### config.mk
export PLATFORM = sky130hd
export DESIGN_NAME = modbus_rtu_response_checker_unit
export DESIGN_NICKNAME = d
export VERILOG_FILES = /design/src/hw/rtl/mrc_pkg.sv /design/src/hw/rtl/mrc_frame_core.sv /design/src/hw/rtl/mrc_out_stage.sv /design/src/hw/rtl/modbus_rtu_response_checker_unit.sv
export SDC_FILE = /design/constraint.sdc
export NUM_CORES = 1
export LEC_CHECK = 0
export CELL_PAD_IN_SITES_DETAIL_PLACEMENT = 1
export CELL_PAD_IN_SITES_GLOBAL_PLACEMENT = 2
export CORE_MARGIN = 3
export CORE_UTILIZATION = 30
export CTS_CLUSTER_DIAMETER = 200
export CTS_CLUSTER_SIZE = 24
export DETAILED_ROUTE_END_ITERATION = 10
export DONT_BUFFER_PORTS = 1
export PLACE_DENSITY = 0.65
export SYNTH_ARGS = -nofsm -noshare
export SYNTH_HDL_FRONTEND = slang
export SYNTH_SLANG_ARGS = --single-unit
### constraint.sdc
create_clock -name clk -period 6.29 [get_ports clk]
set_clock_uncertainty 0.15 [all_clocks]
set_input_delay 0.9435 -clock clk [delete_from_list [all_inputs] [get_ports clk]]
set_output_delay 0.9435 -clock clk [all_outputs]
set_load 0.005 [all_outputs]
### src/hw/rtl/mrc_pkg.sv
// Package with shared types, constants and the CRC step for the Modbus RTU reply checker.
`default_nettype none

package mrc_pkg;

  localparam logic [15:0] CRC_INIT       = 16'hFFFF;
  localparam logic [15:0] CRC_POLY       = 16'hA001;
  localparam logic [7:0]  FUNC_READ_HOLD = 8'h03;
  localparam logic [7:0]  FUNC_EXC_FLAG  = 8'h80;
  localparam int          MIN_FRAME      = 5;

  typedef enum logic [2:0] {
    ST_OK         = 3'd0,
    ST_NO_RESP    = 3'd1,
    ST_TOO_SHORT  = 3'd2,
    ST_CRC_ERR    = 3'd3,
    ST_EXCEPTION  = 3'd4,
    ST_UNEXP_FUNC = 3'd5
  } status_t;

  typedef struct packed {
    logic        word_v;
    logic [6:0]  word_index;
    logic [15:0] word_value;
    logic        stat_v;
    status_t     status;
    logic [7:0]  exception_code;
    logic [15:0] register_count;
    logic [8:0]  frame_length;
  } mrc_bundle_t;

  function automatic logic [15:0] crc16_feed(input logic [15:0] crc, input logic [7:0] b);
    logic [15:0] c;
    c = crc ^ {8'h00, b};
    for (int i = 0; i < 8; i++) begin
      c = c[0] ? ((c >> 1) ^ CRC_POLY) : (c >> 1);
    end
    return c;
  endfunction

endpackage

`default_nettype wire

### src/hw/rtl/mrc_frame_core.sv
// Frame state, CRC accumulation, data word extraction and status decision.
`default_nettype none

module mrc_frame_core
  import mrc_pkg::*;
#(
  parameter int MAX_FRAME = 256
) (
  input  wire logic        clk,
  input  wire logic        rst,
  input  wire logic        take,
  input  wire logic [7:0]  rx_byte,
  input  wire logic        byte_valid,
  input  wire logic        frame_end,
  output mrc_bundle_t      bnd
);

  localparam int CW = $clog2(MAX_FRAME + 1);

  logic [15:0]   crc, crc_next;
  logic [CW-1:0] cnt, cnt_next;
  logic [7:0]    held0, held0_next;
  logic [7:0]    held1, held1_next;
  logic [7:0]    func_byte, func_byte_next;
  logic [7:0]    third_byte, third_byte_next;
  logic [15:0]   count_field, count_field_next;
  logic [7:0]    pend_high, pend_high_next;
  logic [6:0]    words_emitted, words_emitted_next;

  logic            accept_byte;
  logic [CW-1:0]   word_k;
  logic [CW+15:0]  word_k_ext;
  logic [CW+15:0]  count_ext;
  logic [CW+8:0]   len_ext;

  always_comb begin
    crc_next           = crc;
    cnt_next           = cnt;
    held0_next         = held0;
    held1_next         = held1;
    func_byte_next     = func_byte;
    third_byte_next    = third_byte;
    count_field_next   = count_field;
    pend_high_next     = pend_high;
    words_emitted_next = words_emitted;
    word_k             = (cnt - CW'(7)) >> 1;
    word_k_ext         = {16'd0, word_k};
    count_ext          = {{CW{1'b0}}, count_field};
    bnd                = '0;
    bnd.status         = ST_OK;
    accept_byte        = byte_valid && (cnt < CW'(MAX_FRAME));

    if (accept_byte) begin
      if (cnt >= CW'(2)) begin
        crc_next = crc16_feed(crc, held0);
        if (func_byte == FUNC_READ_HOLD && cnt >= CW'(6)) begin
          if (!cnt[0]) begin
            pend_high_next = held0;
          end else if (word_k_ext < count_ext) begin
            bnd.word_v         = 1'b1;
            bnd.word_index     = words_emitted;
            bnd.word_value     = {pend_high, held0};
            words_emitted_next = words_emitted + 7'd1;
          end
        end
      end
      if (cnt == CW'(1)) begin
        func_byte_next = rx_byte;
      end
      if (cnt == CW'(2)) begin
        third_byte_next         = rx_byte;
        count_field_next[15:8]  = rx_byte;
      end
      if (cnt == CW'(3)) begin
        count_field_next[7:0] = rx_byte;
      end
      held0_next = held1;
      held1_next = rx_byte;
      cnt_next   = cnt + CW'(1);
    end

    len_ext = {9'd0, cnt_next};

    if (frame_end) begin
      bnd.stat_v       = 1'b1;
      bnd.frame_length = len_ext[8:0];
      if (cnt_next == '0) begin
        bnd.status = ST_NO_RESP;
      end else if (cnt_next < CW'(MIN_FRAME)) begin
        bnd.status = ST_TOO_SHORT;
      end else if ({held1_next, held0_next} != crc_next) begin
        bnd.status = ST_CRC_ERR;
      end else if (func_byte_next == (FUNC_READ_HOLD | FUNC_EXC_FLAG)) begin
        bnd.status         = ST_EXCEPTION;
        bnd.exception_code = third_byte_next;
      end else if (func_byte_next == FUNC_READ_HOLD) begin
        bnd.status         = ST_OK;
        bnd.register_count = count_field_next;
      end else begin
        bnd.status = ST_UNEXP_FUNC;
      end
      crc_next           = CRC_INIT;
      cnt_next           = '0;
      held0_next         = '0;
      held1_next         = '0;
      func_byte_next     = '0;
      third_byte_next    = '0;
      count_field_next   = '0;
      pend_high_next     = '0;
      words_emitted_next = '0;
    end
  end

  always_ff @(posedge clk) begin
    if (rst) begin
      crc           <= CRC_INIT;
      cnt           <= '0;
      held0         <= '0;
      held1         <= '0;
      func_byte     <= '0;
      third_byte    <= '0;
      count_field   <= '0;
      pend_high     <= '0;
      words_emitted <= '0;
    end else if (take) begin
      crc           <= crc_next;
      cnt           <= cnt_next;
      held0         <= held0_next;
      held1         <= held1_next;
      func_byte     <= func_byte_next;
      third_byte    <= third_byte_next;
      count_field   <= count_field_next;
      pend_high     <= pend_high_next;
      words_emitted <= words_emitted_next;
    end
  end

  a_cnt_bound: assert property (@(posedge clk) disable iff (rst)
    cnt <= CW'(MAX_FRAME))
    else $error("Byte counter exceeds the frame limit.");

  a_frame_restart: assert property (@(posedge clk) disable iff (rst)
    (take && frame_end) |=> (cnt == '0 && crc == CRC_INIT && words_emitted == 7'd0))
    else $error("Frame state not restarted after frame end.");

  a_word_needs_func: assert property (@(posedge clk) disable iff (rst)
    bnd.word_v |-> (func_byte == FUNC_READ_HOLD && cnt[0] && cnt >= CW'(7)))
    else $error("Data word produced outside a read reply data field.");

endmodule

`default_nettype wire

### src/hw/rtl/mrc_out_stage.sv
// Result register that delivers the data word and status of one item in order.
`default_nettype none

module mrc_out_stage
  import mrc_pkg::*;
(
  input  wire logic        clk,
  input  wire logic        rst,
  input  wire logic        load,
  input  wire mrc_bundle_t bnd,
  output logic             load_ready,
  output logic             out_valid,
  input  wire logic        out_ready,
  output logic             kind,
  output logic [6:0]       word_index,
  output logic [15:0]      word_value,
  output logic [2:0]       status,
  output logic [7:0]       exception_code,
  output logic [15:0]      register_count,
  output logic [8:0]       frame_length,
  output logic             last
);

  mrc_bundle_t hold;
  logic        word_pending;
  logic        stat_pending;
  logic        emit;

  assign out_valid  = word_pending || stat_pending;
  assign emit       = out_valid && out_ready;
  assign load_ready = !out_valid || (out_ready && (word_pending ^ stat_pending));

  always_ff @(posedge clk) begin
    if (rst) begin
      word_pending <= 1'b0;
      stat_pending <= 1'b0;
    end else if (load) begin
      word_pending <= bnd.word_v;
      stat_pending <= bnd.stat_v;
    end else if (emit) begin
      if (word_pending) begin
        word_pending <= 1'b0;
      end else begin
        stat_pending <= 1'b0;
      end
    end
  end

  always_ff @(posedge clk) begin
    if (load) begin
      hold <= bnd;
    end
  end

  assign kind           = !word_pending;
  assign word_index     = word_pending ? hold.word_index : 7'd0;
  assign word_value     = word_pending ? hold.word_value : 16'd0;
  assign status         = word_pending ? ST_OK : hold.status;
  assign exception_code = word_pending ? 8'd0 : hold.exception_code;
  assign register_count = word_pending ? 16'd0 : hold.register_count;
  assign frame_length   = word_pending ? 9'd0 : hold.frame_length;
  assign last           = word_pending ? !stat_pending : 1'b1;

endmodule

`default_nettype wire

### src/hw/rtl/modbus_rtu_response_checker_unit.sv
// Top level of the Modbus RTU read holding registers reply checker.
//
//   Channel  Handshake             Word contents
//   input    in_valid / in_ready   rx_byte, byte_valid, frame_end
//   output   out_valid / out_ready kind, word_index, word_value, status,
//                                  exception_code, register_count,
//                                  frame_length, last
//
// One input word is taken per cycle unless a word with a result is waiting; the word
// is registered in the input register and its first result in the result register.
// A word that carries a data word and a frame status holds the result register until
// both results are taken, so a following word with a result waits for the status.
// Reset is synchronous and returns the frame state to an empty frame.
// A stalled output holds its word, and input stops once a word with a result is waiting.
`default_nettype none

module modbus_rtu_response_checker_unit
  import mrc_pkg::*;
#(
  parameter int MAX_FRAME = 256
) (
  input  wire logic        clk,
  input  wire logic        rst,
  input  wire logic        in_valid,
  output logic             in_ready,
  input  wire logic [7:0]  rx_byte,
  input  wire logic        byte_valid,
  input  wire logic        frame_end,
  output logic             out_valid,
  input  wire logic        out_ready,
  output logic             kind,
  output logic [6:0]       word_index,
  output logic [15:0]      word_value,
  output logic [2:0]       status,
  output logic [7:0]       exception_code,
  output logic [15:0]      register_count,
  output logic [8:0]       frame_length,
  output logic             last
);

  logic        q_valid;
  logic [7:0]  q_byte;
  logic        q_byte_valid;
  logic        q_frame_end;
  logic        core_take;
  logic        load;
  logic        load_ready;
  logic        has_result;
  mrc_bundle_t bnd;

  assign has_result = bnd.word_v || bnd.stat_v;
  assign core_take  = q_valid && (!has_result || load_ready);
  assign load       = core_take && has_result;
  assign in_ready   = !q_valid || core_take;

  always_ff @(posedge clk) begin
    if (rst) begin
      q_valid <= 1'b0;
    end else if (in_valid && in_ready) begin
      q_valid <= 1'b1;
    end else if (core_take) begin
      q_valid <= 1'b0;
    end
  end

  always_ff @(posedge clk) begin
    if (in_valid && in_ready) begin
      q_byte       <= rx_byte;
      q_byte_valid <= byte_valid;
      q_frame_end  <= frame_end;
    end
  end

  mrc_frame_core #(
    .MAX_FRAME (MAX_FRAME)
  ) u_core (
    .clk        (clk),
    .rst        (rst),
    .take       (core_take),
    .rx_byte    (q_byte),
    .byte_valid (q_byte_valid),
    .frame_end  (q_frame_end),
    .bnd        (bnd)
  );

  mrc_out_stage u_out (
    .clk            (clk),
    .rst            (rst),
    .load           (load),
    .bnd            (bnd),
    .load_ready     (load_ready),
    .out_valid      (out_valid),
    .out_ready      (out_ready),
    .kind           (kind),
    .word_index     (word_index),
    .word_value     (word_value),
    .status         (status),
    .exception_code (exception_code),
    .register_count (register_count),
    .frame_length   (frame_length),
    .last           (last)
  );

endmodule

`default_nettype wire

==> impl_results.md <==
* Outcome: finished, final reports clean
* Postcts setup bufs at 0
* Max-slew violations at 0
* IO buf count at 0
* Pin count of the biggest net entering global routing at 68
* Post-DRT Antenna Nets at 0
* Min Hold Slack at 328 ps
* Register area share after synthesis at 46.2%
* Vias in the first global route at 6296
* Critical path launch point type: flip-flop
* Drt drc at 0
* Die height at 174 um
* Total power at 2.35 mW
* Peak Freq at 0.195 GHz
* CTS tree: built
* Via Count at 6157
* Pre-CTS setup slack at 1610 ps
* Cell area after layout at 9310 sq um
* Final period util at 81.7%
* CTS Buf Count at 17
* Std cell rows at 60
* LEAKAGE at 3.31 nW
* Post-synth EDFFs at 69
* Dpl hpwl at 16700 um
* Starting density of the core at 30.9%
* Final worst path period need at 5140 ps
* Synthesized area at 8430 sq um
* Critical Path End Type: primary output
* Synth Flop Type: dfxtp_1
* Syn Area/Cell at 9.74 sq um
* Clock root buffer: clkbuf_16
* Post-Syn Instances at 866
* # setup viols final at 0
* Die ar. at 30200 sq um
* Req. time, crit path at 5200 ps
* Net count after synthesis at 893
* Yosys reg bits at 160
* Hold buffers post-CTS at 0
* Final setup margin at 1150 ps
* First-pass GRT wire length at 38800 um
* Wire per inst at 20.0 um
* RSZ-0062 raised after global routing: no
* Power density cells at 252 nW/um^2
* DRT iter0 DRCs at 451
* Initial antenna violation count at 1
* Routability Congestion at 0.801
* Total GRT Usage at 16.3%
* Min-Delay Path Class: reg2reg
* Layout cells sized above 1 at 9.39%
* GRT overflow at 0
* Clk buf depth at 2
* Post-layout util at 34.1%
* Post-route insts no fill at 1214
* CORE AREA at 27300 sq um
* Post-synthesis cell type count at 58
* Cells after DPL at 1181
* I/O pin cnt at 77
* Max-Cap Viols at 0
* Layout Area Growth over Synthesis at 10.4%
* Worst EP arrival at 4040 ps
* Cells resized by post-CTS repair at 0
* CTS H-Tree Depth at 4
* Endpoints failing hold at 0
* Synth Warn # at 0
* Clock sinks at 160
* Total length of routed wires at 24300 um
* Peak supply drop at 0.134 mV
* Number of fill cells at 3138
* Least-Margin Pin Slew at 1220 ps
* Synth async-reset ratio at 0%
* Vias per Instance at 5.07
* Clock network latency to the later pin of the worst-skew pair at 430 ps
* Die W at 174 um
* Final TNS setup at 0 ps
* NumNets Final at 855
* Worst-path clk slew at 70 ps
* Drt first pass iters at 5
* Critical setup path kind: reg2out
* Worst slew margin relative to its limit at 18.6%
* Placed cell areas at 8700 sq um
* Largest fanout on the critical path at 29
[synth_stat cells, types with 2 or more instances]
cell / n / area share, %
or4_1: 5 / 0.45
nand4b_1: 2 / 0.21
or3_1: 6 / 0.45
nor3_1: 15 / 0.89
o21a_1: 4 / 0.36
and2_1: 37 / 2.7
a31oi_1: 3 / 0.22
nor4_1: 10 / 0.74
mux2i_1: 40 / 4.7
edfxtp_1: 69 / 25
a21oi_1: 74 / 4.4
ha_1: 13 / 1.9
buf_1: 4 / 0.18
a211o_1: 6 / 0.62
buf_6: 5 / 0.67
nand3_1: 41 / 2.4
o21ai_0: 52 / 3.1
xor2_1: 25 / 2.6
buf_2: 10 / 0.59
nor3_2: 20 / 2.4
or2_2: 2 / 0.15
dfxtp_1: 91 / 22
a311oi_1: 2 / 0.21
clkbuf_1: 49 / 2.2
nand2_1: 37 / 1.6
xor3_1: 2 / 0.56
o211ai_1: 12 / 1.1
nor2_1: 50 / 2.2
o31ai_1: 4 / 0.36
inv_1: 18 / 0.80
nor2b_1: 41 / 3.0
and3_1: 33 / 2.4
a22oi_1: 9 / 0.80
nor4b_1: 2 / 0.21
nand2b_1: 4 / 0.30
xnor2_1: 38 / 3.9
xnor3_1: 3 / 0.80
o2111ai_1: 2 / 0.21
nand4_1: 2 / 0.15
a21boi_0: 3 / 0.27
a211oi_1: 4 / 0.36
[worst paths after layout]
kind	depth (start not counted)	slack [ps]	end	start
min	2	330	u_core.func_byte[4]	u_core.func_byte[4]
max reg2reg	10	1620	q_byte[0]	u_core.cnt[3]
min reg2reg	2	330	u_core.func_byte[4]	u_core.func_byte[4]
max	9	1150	in_ready	u_core.cnt[3]
[cell families (layout without fill, tap and decap cells)]
family                   Yosys count  after routing  share of synthesized area, %
AND/OR/NAND/NOR                  312            312                          21.2
AO/OA/AOI/OAI                    184            184                          13.1
flip-flops                       160            160                          46.2
buffers and inverters             87             62                          4.47
XOR/XNOR                          70             70                          8.38
multiplexers                      40             40                          4.75
adder cells (fa/ha/maj)           13             13                          1.93
other                              0              1                             0
[layout by cell type, fill, tap and decap left out, types with 10 or more instances in the layout]
cell and instances:
nor2b_1 40, nor2_1 49, nand3_1 41, inv_1 18
clkbuf_16 17, dfxtp_1 90, nand2_1 37, edfxtp_1 69
ha_1 13, nor4_1 10, o21ai_0 52, xor2_1 25
o211ai_1 12, xnor2_1 38, and2_1 37, and3_1 33
buf_4 11, mux2i_1 40, nor3_1 15, nor3_2 20
a21oi_1 73
[power breakdown]
group	internal, mW	switching [mW]
combinational	0.0430	0.0889
clock	0.602	0.485
sequential	1.10	0.0253
total	1.75	0.599
[layer usage]
metal	part of all wire (%)	vias to the layer above	GRT usage, %
met5	0	-	0
met4	0.61	0	3.18
met3	3.4	12	3.09
met2	45	107	25.0
met1	51	3032	24.1
li1	-	3006	-
[critical path, cell delays in order, from the launching register on]
cell and delay [ps]:
dfxtp_1 440, or4_4 660, nand2b_1 200, xnor2_1 150, ha_1 300, o21a_1 120
o211ai_1 100, a31o_2 460, a21oi_1 860, nand3b_1 310
[state kept, by name (all words and copies together), names as in the netlist]
register and count:
u_core.third_byte 8, u_out.hold 59, u_out.word_pending 1, u_core.cnt 9, q_byte_valid 1, u_out.stat_pending 1, u_core.count_field 16, u_core.held1 8
q_frame_end 1, u_core.pend_high 8, u_core.func_byte 8, u_core.held0 8, q_byte 8, u_core.crc 16, u_core.words_emitted 7, q_valid 1
[final cells by class]
type / count / area [sq um] / area share (%)
Timing Repair Buffer: 11 / 82.6 / 0.887
Sequential cell: 160 / 3890 / 41.9
Inverter: 19 / 71.3 / 0.766
Multi-Input combinational cell: 619 / 4190 / 45.0
Clock buffer: 18 / 429 / 4.61
Clock inverter: 14 / 173 / 1.86
Antenna cell: 1 / 2.50 / 0.0269
Tap cell: 372 / 465 / 5.00
Note: power is estimated with default switching activity, not from simulation.
